## src/rtl/etf_pkg.sv

```systemverilog
// ----------------------------------------------------------------------------
// etf_pkg
// Shared types and constants for the escape-time fractal pixel unit.
// ----------------------------------------------------------------------------
package etf_pkg;

    // default number formats
    localparam int COORD_BITS_DEF = 32;
    localparam int FRAC_BITS_DEF  = 28;
    localparam int INDEX_BITS_DEF = 12;

    // iteration count width
    localparam int ITER_BITS = 8;

    // configuration register indexes
    localparam int CFG_IDX_BITS = 3;
    localparam logic [CFG_IDX_BITS-1:0] CFG_ORIGIN_RE = 3'd0;
    localparam logic [CFG_IDX_BITS-1:0] CFG_ORIGIN_IM = 3'd1;
    localparam logic [CFG_IDX_BITS-1:0] CFG_STEP_RE   = 3'd2;
    localparam logic [CFG_IDX_BITS-1:0] CFG_STEP_IM   = 3'd3;
    localparam logic [CFG_IDX_BITS-1:0] CFG_MAX_ITER  = 3'd4;

    // reset values: step is about 0.005, given here at 28 fraction bits
    localparam int STEP_RESET_Q28 = 1342177;
    localparam int STEP_RESET_FB  = 28;
    localparam logic [ITER_BITS-1:0] MAX_ITER_RESET = 8'd200;

    // controller to datapath commands
    typedef struct packed {
        logic capture;   // take the pixel position
        logic c_mul;     // multiply steps by index+1
        logic c_load;    // form c, clear z and count
        logic z_mul;     // multiply z terms
        logic z_step;    // update z, advance count
        logic out_load;  // load the result register
    } t_etf_cmd;

    // datapath to controller status
    typedef struct packed {
        logic escaped;   // |z|^2 > 4
        logic at_limit;  // count reached max_iter
    } t_etf_sts;

endpackage

```

## src/rtl/etf_ctrl.sv

```systemverilog
// ----------------------------------------------------------------------------
// etf_ctrl
// Sequencer for one pixel: setup of c, multiply/update loop and handoff of
// the result into the output register.
// ----------------------------------------------------------------------------
module etf_ctrl import etf_pkg::*; (
    input  logic     i_clk,
    input  logic     i_rst_n,
    input  logic     i_valid,
    output logic     o_stall,
    output logic     o_valid,
    input  logic     i_stall,
    output t_etf_cmd o_cmd,
    input  t_etf_sts i_sts
);

    localparam logic [2:0] S_IDLE = 3'd0;
    localparam logic [2:0] S_CMUL = 3'd1;
    localparam logic [2:0] S_CLOAD = 3'd2;
    localparam logic [2:0] S_ZMUL = 3'd3;
    localparam logic [2:0] S_EVAL = 3'd4;
    localparam logic [2:0] S_HOLD = 3'd5;

    logic [2:0] r_state;
    logic [2:0] n_state;
    logic       r_out_valid;
    logic       n_out_valid;
    logic       out_free;
    logic       done;

    // output register can take a result this cycle
    assign out_free = !r_out_valid || !i_stall;
    assign done     = i_sts.escaped || i_sts.at_limit;

    // next state and commands
    always_comb begin
        n_state = r_state;
        o_cmd   = '0;
        unique case (r_state)
            S_IDLE: begin
                if (i_valid) begin
                    o_cmd.capture = 1'b1;
                    n_state       = S_CMUL;
                end
            end
            S_CMUL: begin
                o_cmd.c_mul = 1'b1;
                n_state     = S_CLOAD;
            end
            S_CLOAD: begin
                o_cmd.c_load = 1'b1;
                n_state      = S_ZMUL;
            end
            S_ZMUL: begin
                o_cmd.z_mul = 1'b1;
                n_state     = S_EVAL;
            end
            S_EVAL: begin
                if (!done) begin
                    o_cmd.z_step = 1'b1;
                    n_state      = S_ZMUL;
                end else if (out_free) begin
                    o_cmd.out_load = 1'b1;
                    n_state        = S_IDLE;
                end else begin
                    n_state = S_HOLD;
                end
            end
            S_HOLD: begin
                if (out_free) begin
                    o_cmd.out_load = 1'b1;
                    n_state        = S_IDLE;
                end
            end
            default: begin
                n_state = S_IDLE;
            end
        endcase
    end

    // output valid: set on load, drop when the item is taken
    always_comb begin
        n_out_valid = r_out_valid;
        if (o_cmd.out_load) begin
            n_out_valid = 1'b1;
        end else if (r_out_valid && !i_stall) begin
            n_out_valid = 1'b0;
        end
    end

    always_ff @(posedge i_clk) begin
        if (!i_rst_n) begin
            r_state     <= S_IDLE;
            r_out_valid <= 1'b0;
        end else begin
            r_state     <= n_state;
            r_out_valid <= n_out_valid;
        end
    end

    assign o_stall = (r_state != S_IDLE);
    assign o_valid = r_out_valid;

endmodule

```

## config.mk

```make
export PLATFORM = sky130hd
export DESIGN_NAME = etf_ctrl
export DESIGN_NICKNAME = d
export VERILOG_FILES = /design/src/rtl/etf_pkg.sv /design/src/rtl/etf_ctrl.sv
export SDC_FILE = /design/constraint.sdc
export NUM_CORES = 1
export LEC_CHECK = 0
export ABC_CLOCK_PERIOD_IN_PS = 1400
export BUFFER_PORTS_ARGS = -buffer_cell sky130_fd_sc_hd__buf_2
export CAP_MARGIN = 15
export CORE_AREA = 8 8 45 47
export DETAILED_ROUTE_END_ITERATION = 8
export DIE_AREA = 0 0 53 55
export GPL_TIMING_DRIVEN = 0
export PLACE_DENSITY_LB_ADDON = 0.15
export SYNTH_ARGS = -nofsm -noshare
export SYNTH_HDL_FRONTEND = slang
export SYNTH_SLANG_ARGS = --single-unit
```

## constraint.sdc

```tcl
create_clock -name i_clk -period 1.4 [get_ports i_clk]
set_input_delay 0.14 -clock i_clk [delete_from_list [all_inputs] [get_ports i_clk]]
set_output_delay 0.14 -clock i_clk [all_outputs]
set_load 0.005 [all_outputs]
```

* After elaboration in Yosys (flattened, before gate mapping)
Cells that the tools add are included.
Storage, ports and cells: bits in registers 4, input bits 6, output and inout bits 8, word-level logic and storage cells 35
Cells by class: equality and inequality tests 7, mux-type cells 17, reductions and logical operators 9
Operators by type and width (number):
- 3-bit one-hot mux with 6 select lines | 1
- 3-bit 2-to-1 mux | 4
- 1-bit 2-to-1 mux | 11
- 3-bit by 2-bit == test with 1-bit output, second input constant | 2
- 3-bit == test, second input constant | 2
- 2-bit != test, second input constant | 2
- 3-bit by 1-bit == test with 1-bit output, second input constant | 1
- 3-bit logical NOT | 1
- 3-bit nonzero test | 1
- 1-bit logical NOT | 2
- 1-bit logical OR | 2
- 1-bit one-hot mux with 2 select lines | 1
- 2-bit AND reduction | 1
- 2-bit nonzero test | 1
- 1-bit logical AND | 1

* Depth between registers and ports, before layout
Gate-level depths: netlist (run 1).
depth after elaboration 6, mapped depth 4, depth with buffers taken out 3

* Worst setup path before layout (run 1)
No wires, ideal clock.
path kind register to register, start point register r_state[0], end point register r_state[0], setup time 117 ps, arrival 972 ps, required time 1283 ps, setup slack 311 ps, stages on the path, launching flop included 4, period minus slack after synthesis 1089 ps, cell sequence dfxtp_1 or3_4 o21ai_2 nor2_1
On the way: cells in the longest elaborated chain, start to end 3, elaborated cells on any way between the ends 10
RTL lines:
- start: declaration | line etf_ctrl.sv:24 | logic [2:0] r_state;
- start signal: assignment | line etf_ctrl.sv:96 | r_state <= n_state;
- 3-bit == test or 3-bit logical NOT (tied branches) | line etf_ctrl.sv:39 | unique case (r_state)
- 2-bit != test (no source line)
- 2-bit AND reduction (no source line)
Parallel ways exist; a longest one is shown, timed or not. A chain may end at the register's enable or synchronous reset.

==> run_results.csv, run 1 <==
group,metric,value,unit
status,status,"finished clean",
hold_path,hold_depth,2,
global_route,track_usage,5.74,%
floorplanning,rows,14,
setup_path,critPathTopFamily,"simple AND/OR/NAND/NOR gates",
clocking,cts_buffers,3,
setup_path,start_kind,"flop",
layout,drive_gt1_share,63.0,%
synth,synth-seq-cells,4,
clocking,clk_pin_slew,0.04,ns
global_route,grt_max_degree,9,
synth,synth_seq_area_share,29.0,%
drt,via_per_inst,4.58,
setup_path,slowest_delay,0.41,ns
floorplanning,die_y,55,microns
synth,async_flop_share,0,%
pwr,p_leak,0.190,nW
synth,synth_area,277,sq um
synth,avgSynthCellArea,9.54,sq um
drt,wl_per_cell,13.1,microns
clocking,cts_buffer_depth,2,
global_route,antenna_found_initial,0,
sta,slew_headroom,84.4,%
setup_path,crit_chain,"or3_4 -> nor2_2 -> buf_2",
setup_path,arrival,1.20,ns
pwr,finalPower,0.000478,W
drt,antenna_left,0,
layout,antenna_cells,0,
clocking,hold_buffers,0,
layout,nets,54,
sta,hold_violations,0,
placement,place_area,362,sq um
placement,place.gp.congestion,0.743,
floorplanning,die_width,53,microns
layout,area_growth_syn_to_layout,47.5,%
sta,period_share,95.8,%
pwr,p_per_area,1170,nW/um^2
setup_path,reg2reg_depth,3,
floorplanning,initial_core_util,20.0,%
pwr,irDropWorstVdd,0.569,mV
setup_path,cp_num_buf_inv,1,
synth,synth_flop_cell,"dfxtp_1",
drt,dr.first_iter.drc_count,3,
placement,dp_cells,58,
sta,slew_violations,0,
synth,yosysUniqueCellTypes,23,
setup_path,cp.depth,3,
sta,worst_slew_pin_slew,0.233,ns
synth,synth-edff-count,0,
drt,routed_wl,814,microns
setup_path,critPathKind,"reg2out",
clocking,clkSinkCount,4,
sta,min_period,1.34,ns
setup_path,cp.required,1.26,ns
clocking,cts_root_buffer,"clkbuf_4",
synth,yosysWarningCount,0,
clocking,cts_tree,"built",
synth,netlist_instances,29,
sta,finClkSkew,0.00127,ns
drt,first_pass_iters,3,
layout,finalInstanceArea,408,sq um
setup_path,cp-end-kind,"output pin",
placement,io_buffers,13,
placement,dp_slack,0.148,ns
hold_path,hold_path.class,"in2reg",
sta,fmax,0.746,GHz
floorplanning,core,1380,sq um
sta,worst_slack,0.0589,ns
placement,dp_hpwl,610,microns
global_route,grt_pass1_vias,269,
sta,finalSetupViolCount,0,
clocking,htreeDepth,1,
setup_path,crit_slowest_cell,"or3_4",
synth,syn_nets,35,
sta,rsz0062_at_grt,"true",
drt,route.detailed.drc,0,
global_route,gr-total-overflow,0,
global_route,grt_pass1_wl,1.20,mm
drt,vias,284,
setup_path,crit_fanout,8,
run,max-cap-violations,0,
layout,fin_cells,62,
floorplanning,die_area,2920,sq um
clocking,clk_latency,0.23,ns
floorplanning,ioPinCount,14,
-- cells in the final DEF (no fill, tap or decap), types with 2 or more instances in the layout --
cell type / count
buf_2: 13
dfxtp_4: 2
inv_1: 2
clkbuf_4: 3
buf_4: 2
-- repair_timing --
action | CTS | global route
gates resized for setup | 3 | 4
buffers inserted | 0 | 1
setup endpoints to repair | 4 | 3
-- layer usage --
metal | GRT usage (%) | wire length, microns | vias up | part of all wire [%]
met3 | 5.08 | 53 | 0 | 6.5
met2 | 8.40 | 405 | 7 | 50
met1 | 6.54 | 356 | 132 | 44
met4 | 0 | 0 | 0 | 0
met5 | 0 | 0 | - | 0
li1 | - | - | 145 | -
-- logic make-up (layout without fill, tap and decap cells) --
kind of cell / after synthesis / after routing / synth area share (%)
buffers and inverters: 3 / 20 / 5.43
and+or+nand+nor: 11 / 11 / 34.4
AOI/OAI and AO/OA: 11 / 11 / 31.2
DFF: 4 / 4 / 29.0
-- sequential cells by signal (all words and copies together), names as in the netlist --
register  cells
o_valid       1
r_state       3
-- cell type report --
class / instances / area, sq um
plain buffers: 1 / 7.51
clock buffers: 3 / 22.5
fillers: 156 / 976
inverters: 2 / 7.51
multi-input cells: 22 / 189
flip-flops and latches: 4 / 88.8
well taps: 16 / 20.0
repair buffers: 14 / 72.6
-- metrics by stage --
step | hold slack (ns) | setup TNS, ns | utilization, %
2_1_floorplan | 0.268 | 0 | -
3_3_place_gp | 0.421 | 0 | 26.1
3_5_place_dp | 0.420 | 0 | 26.1
4_1_cts | 0.172 | 0 | 28.3
5_1_grt | 0.169 | -0.00538 | 29.5
6_report | 0.168 | 0 | 29.5
-- cells in the mapped netlist (2+ instances only) --
master   instances  share of area [%]
inv_1            2                2.7
nor2_1           2                2.7
dfxtp_1          4                 29
o31ai_1          2                5.4
-- power breakdown --
part / internal [W] / switching, W
Clock: 0.0000958 / 0.0000457
Sequential: 0.000136 / 0.0000341
Combinational: 0.0000907 / 0.0000755
Total: 0.000323 / 0.000155
-- final timing paths --
path / startpoint / slack, ns / to
worst max register to register: r_state[0] / 0.26 / r_state[2]
worst min register to register: o_valid / 0.54 / o_valid
worst max-delay path: r_state[0] / 0.06 / o_cmd[5]
worst min-delay path: i_rst_n / 0.17 / r_state[1]
Note: power is estimated with default switching activity, not from simulation.
==> inputs of run 2 (changes only) <==
--- a/config.mk
+++ b/config.mk
@@ -5,6 +5,7 @@
 export SDC_FILE = /design/constraint.sdc
 export NUM_CORES = 1
 export LEC_CHECK = 0
+export ABC_AREA = 1
 export ABC_CLOCK_PERIOD_IN_PS = 1400
 export BUFFER_PORTS_ARGS = -buffer_cell sky130_fd_sc_hd__buf_2
 export CAP_MARGIN = 15
==> run 2 against run 1 <==
  * Register-to-register slack better by 0.21 ns
  * First-iteration DRC count shrank 33%
  * Critical endpoint is now o_cmd[0]
  * Count of clock-buffer cells in the layout did not move
==> run_results.csv, run 2 <==
group,metric,value,unit
layout,layout_common_cells,"buf_2, nand2_1, inv_1",
synth,async_flop_share,0,%
placement,dp_hpwl,631,microns
global_route,grt_pass1_vias,316,
synth,yosysUniqueCellTypes,14,
synth,yosysWarningCount,0,
setup_path,arrival,1.13,ns
setup_path,rrSetupSlack,0.47,ns
layout,nets,75,
floorplanning,ioPinCount,14,
placement,place.gp.congestion,0.638,
pwr,clkPwrFrac,34.5,%
synth,synthTopCellsByCount,"nand2_1, inv_1, nor2_1",
global_route,grt_max_degree,9,
global_route,grt_pass1_wl,1.22,mm
pwr,intPower,0.000275,W
sta,rsz0062_at_grt,"false",
status,status,"finished clean",
clocking,cts_buffer_depth,2,
sta,min_period,1.27,ns
floorplanning,rows,14,
run,max-cap-violations,0,
setup_path,cp-end-kind,"output pin",
drt,wl_per_cell,8.71,microns
synth,synth_top_area_share,27.2,%
layout,antenna_cells,0,
pwr,p_leak,0.272,nW
placement,io_buffers,13,
floorplanning,initial_core_util,21.2,%
layout,area_growth_syn_to_layout,37.9,%
synth,synth_area,294,sq um
clocking,clk_pin_slew,0.03,ns
pwr,p_per_area,970,nW/um^2
synth,synth_top_area_cell,"dfxtp_1",
drt,dr.first_iter.drc_count,2,
sta,finClkSkew,0.000336,ns
pwr,irDropWorstVdd,0.326,mV
drt,via_per_inst,3.89,
layout,final_common_cell,"buf_2",
drt,vias,323,
synth,synth-edff-count,0,
drt,route.detailed.drc,0,
setup_path,crit_fanout,7,
synth,syn_nets,57,
global_route,antenna_found_initial,0,
global_route,gr-total-overflow,0,
sta,slew_headroom,85.3,%
sta,hold_violations,0,
layout,largest_register_ffs,3,
layout,drive_gt1_share,38.8,%
setup_path,critPathKind,"reg2out",
layout,ff_latch_area,81.3,sq um
floorplanning,die_y,55,microns
sta,tns,0,ns
clocking,cts_tree,"built",
sta,period_share,90.6,%
setup_path,start_kind,"flop",
clocking,hold_buffers,0,
layout,top_register,"r_state",
clocking,htreeDepth,1,
pwr,seq_power_share,34.2,%
sta,slew_violations,0,
global_route,track_usage,5.84,%
synth,avgSynthCellArea,5.77,sq um
synth,netlist_instances,51,
sta,fmax,0.788,GHz
drt,routed_wl,723,microns
layout,multi_input_area,153,sq um
pwr,power.share.switching,30.1,%
setup_path,cp.required,1.26,ns
floorplanning,die_width,53,microns
synth,synth_most_common_cell,"nand2_1",
synth,synth_seq_area_share,27.2,%
drt,antenna_left,0,
synth,synth-seq-cells,4,
layout,fill_cells,173,
pwr,power.switching,0.000118,W
clocking,cts_buffers,3,
sta,worst_slew_pin_slew,0.220,ns
floorplanning,die_area,2920,sq um
sta,finalSetupViolCount,0,
floorplanning,core,1380,sq um
hold_path,hold_path.class,"in2reg",
drt,first_pass_iters,4,
synth,synth_flop_cell,"dfxtp_1",
synth,synth_area_leaders,"dfxtp_1, nand2_1, inv_1",
clocking,clkSinkCount,4,
layout,final_util,29.3,%
clocking,clk_latency,0.23,ns
clocking,cts_root_buffer,"clkbuf_4",
pwr,comb_power_share,31.3,%
run 2: critical path: stages (launching register included):
cell     delay (ns)
dfxtp_2        0.34
inv_2          0.08
nor2_2         0.10
o21ai_1        0.09
nor2_1         0.10
buf_4          0.11
buf_2          0.10
run 2: final cells by class:
type | count | area share [%]
timing repair buffer | 13 | 16.0
clock buffer | 3 | 5.56
tap | 16 | 4.94
multi-input combinational | 33 | 37.7
buffer | 2 | 4.63
sequential | 4 | 20.1
inverter | 12 | 11.1
run 2: power groups by stage:
| stage | registers, W | logic [W] | clock network, W |
|---|---|---|---|
| floorplan | 0.000134 | 0.0000827 | 0 |
| global placement | 0.000136 | 0.000125 | 0 |
| detailed placement | 0.000136 | 0.000125 | 0 |
| CTS | 0.000134 | 0.000125 | 0.000145 |
| global route | 0.000135 | 0.000139 | 0.000154 |
| finish | 0.000135 | 0.000123 | 0.000136 |
run 2: path summary, 6_finish.rpt:
kind,from,end,depth (start not counted)
min,i_rst_n,r_state[2],3
min reg2reg,o_valid,o_valid,2
max reg2reg,r_state[1],r_state[1],5
max,r_state[2],o_cmd[0],6
run 2: metrics by stage:
| stage | instance area (sq um) | power [W] | hold slack (ns) | instances | setup WS [ns] |
|---|---|---|---|---|---|
| 2_1_floorplan | 294 | 0.000217 | 0.238 | 51 | 0.482 |
| 3_3_place_gp | 379 | 0.000260 | 0.360 | 80 | 0.309 |
| 3_5_place_dp | 379 | 0.000261 | 0.362 | 80 | 0.292 |
| 4_1_cts | 402 | 0.000404 | 0.128 | 83 | 0.0428 |
| 5_1_grt | 405 | 0.000428 | 0.137 | 83 | 0.0359 |
| 6_report | 405 | 0.000393 | 0.132 | 83 | 0.132 |
run 2: repair_timing:
action                     CTS  global route
hold endpoints to repair     0             0
resized for setup            0             2
setup endpoints to repair    0             1
buffers inserted             0             0
run 2: logic make-up after synthesis:
kind of cell	count (synthesis)	synth area share, %
AO/OA/AOI/OAI	2	3.40
buffers and inverters	14	21.7
flip-flops	4	27.2
AND/OR/NAND/NOR	31	47.7
run 2: routing by layer:
layer	GRT usage (%)	vias up	share of wire, %
met2	9.38	5	52
met4	6.47	0	1.7
li1	-	183	-
met3	1.87	2	6.9
met5	0	-	0
met1	5.61	133	40
==> inputs of run 3 (changes only) <==
--- a/config.mk
+++ b/config.mk
@@ -13,7 +13,7 @@
 export DETAILED_ROUTE_END_ITERATION = 8
 export DIE_AREA = 0 0 53 55
 export GPL_TIMING_DRIVEN = 0
-export PLACE_DENSITY_LB_ADDON = 0.15
+export PLACE_DENSITY = 0.42
 export SYNTH_ARGS = -nofsm -noshare
 export SYNTH_HDL_FRONTEND = slang
 export SYNTH_SLANG_ARGS = --single-unit
==> run 3 against run 2 <==
  * Combinational power about the same
  * Die area unchanged
  * Sequential cell count unchanged
  * Core utilization unchanged
  * Global-route usage is 0.82 points lower
  * Setup slack gained 0.012 ns
  * Cell area unchanged
  * Count of clock-buffer cells in the layout unchanged
  * Sequential share of layout area unchanged
  * Fmax rose by 0.95%
  * Largest power group unchanged
==> run_results.csv, run 3 (synthesis gave the netlist of run 2 again) <==
group,metric,value,unit
sta,period_share,89.7,%
setup_path,start_kind,"flop",
drt,routed_wl,683,microns
hold_path,hold_path.class,"in2reg",
clocking,clk_latency,0.23,ns
layout,antenna_cells,0,
floorplanning,die_area,2920,sq um
run,max-cap-violations,0,
floorplanning,core,1380,sq um
sta,worst_slack,0.144,ns
placement,dp_hpwl,606,microns
drt,first_pass_iters,2,
drt,route.detailed.drc,0,
drt,vias,308,
setup_path,reg2reg_depth,5,
placement,place.gp.congestion,0.714,
clocking,cts_tree,"built",
clocking,hold_buffers,0,
drt,antenna_left,0,
sta,slew_headroom,86.0,%
clocking,clkSinkCount,4,
global_route,track_usage,5.02,%
setup_path,slowest_delay,0.42,ns
sta,worst_slew_pin_slew,0.210,ns
floorplanning,die_y,55,microns
sta,finalSetupViolCount,0,
floorplanning,rows,14,
setup_path,r2r-end,"r_state[1]",
global_route,grt_max_degree,9,
pwr,p_per_area,973,nW/um^2
clocking,cts_root_buffer,"clkbuf_4",
layout,final_common_cell,"buf_2",
drt,wl_per_cell,8.23,microns
global_route,grt_pass1_vias,277,
sta,rsz0062_at_grt,"false",
sta,finClkSkew,0.00184,ns
setup_path,crit_fanout,5,
floorplanning,initial_core_util,21.2,%
setup_path,rrSetupSlack,0.46,ns
sta,tns,0,ns
hold_path,hold_path_end,"r_state[2]",
layout,area_growth_syn_to_layout,37.9,%
sta,fmax,0.796,GHz
setup_path,cp.required,1.26,ns
placement,dp_slack,0.329,ns
pwr,p_leak,0.272,nW
sta,slew_violations,0,
sta,hold_violations,0,
global_route,gr-total-overflow,0,
global_route,antenna_found_initial,0,
layout,drive_gt1_share,38.8,%
layout,top_register,"r_state",
setup_path,critPathKind,"reg2out",
hold_path,hold_path_startpoint,"i_rst_n",
drt,via_per_inst,3.71,
setup_path,arrival,1.12,ns
clocking,cts-resized-gates,0,
pwr,irDropWorstVdd,0.339,mV
setup_path,crit_chain,"nor2_2 -> o21ai_1 -> nor2_1 -> buf_4 -> buf_2",
setup_path,startpoint,"r_state[1]",
drt,dr.first_iter.drc_count,2,
sta,hold_slack,0.127,ns
placement,io_buffers,13,
floorplanning,die_width,53,microns
hold_path,hold_depth,3,
setup_path,worstReg2RegStart,"r_state[1]",
layout,fill_cells,176,
layout,finalInstanceArea,405,sq um
sta,min_period,1.26,ns
status,status,"finished clean",
global_route,grt_pass1_wl,1.03,mm
clocking,postCtsSetupBuffers,0,
clocking,cts_buffers,3,
floorplanning,ioPinCount,14,
layout,largest_register_ffs,3,
setup_path,crit_slowest_cell,"dfxtp_1",
layout,layout_common_cells,"buf_2, nand2_1, inv_1",
clocking,clk_pin_slew,0.04,ns
clocking,cts_buffer_depth,2,
setup_path,cp-end-kind,"output pin",
pwr,finalPower,0.000394,W
layout,nets,75,
placement,place_area,379,sq um
clocking,htreeDepth,1,
==> run 3: cell counts in the layout (fill, tap and decap cells not counted) <==
Identical to the previous run, type by type.
==> run 3: through the flow <==
stage	util, %	cells
detailed placement	27.4	80
finish	29.3	83
global route	29.3	83
CTS	29.0	83
floorplan	-	51
global placement	27.4	80
==> run 3: power by group <==
group          internal [W]  switching [W]  total (W)
Clock             0.0000956      0.0000420   0.000138
Sequential         0.000125     0.00000921   0.000134
Combinational     0.0000548      0.0000679   0.000123
Total              0.000275       0.000119   0.000394
==> run 3: per-layer routing <==
layer,up-vias,GRT usage (%),routed length [microns],share of wire (%)
met2,8,7.23,308,45
met4,0,6.47,10,1.5
met5,-,0,0,0
met3,2,2.14,83,12
met1,118,4.86,281,41
li1,180,-,-,-
==> run 3: worst max path at each step <==
stage / to / slack [ns] / cells after the start
floorplan: o_cmd[0] / 0.48 / 5
global placement: o_cmd[0] / 0.31 / 6
detailed placement: o_cmd[0] / 0.33 / 6
CTS: o_cmd[0] / 0.07 / 6
global route: o_cmd[0] / 0.03 / 6
finish: o_cmd[0] / 0.14 / 5
==> run 3: layout make-up <==
type / instances / area [sq um] / area share [%]
Tap cell: 16 / 20.0 / 4.94
Buffer: 2 / 18.8 / 4.63
Multi-Input combinational cell: 33 / 153 / 37.7
Clock buffer: 3 / 22.5 / 5.56
Timing Repair Buffer: 13 / 65.1 / 16.0
Inverter: 12 / 45.0 / 11.1
Sequential cell: 4 / 81.3 / 20.1
==> run 3: critical path, delay by kind of cell (launching register included) <==
kind,cells,cell delay (ns)
AND/OR/NAND/NOR,2,0.13
AO/OA/AOI/OAI,1,0.11
buffers and inverters,2,0.23
flip-flops,1,0.42
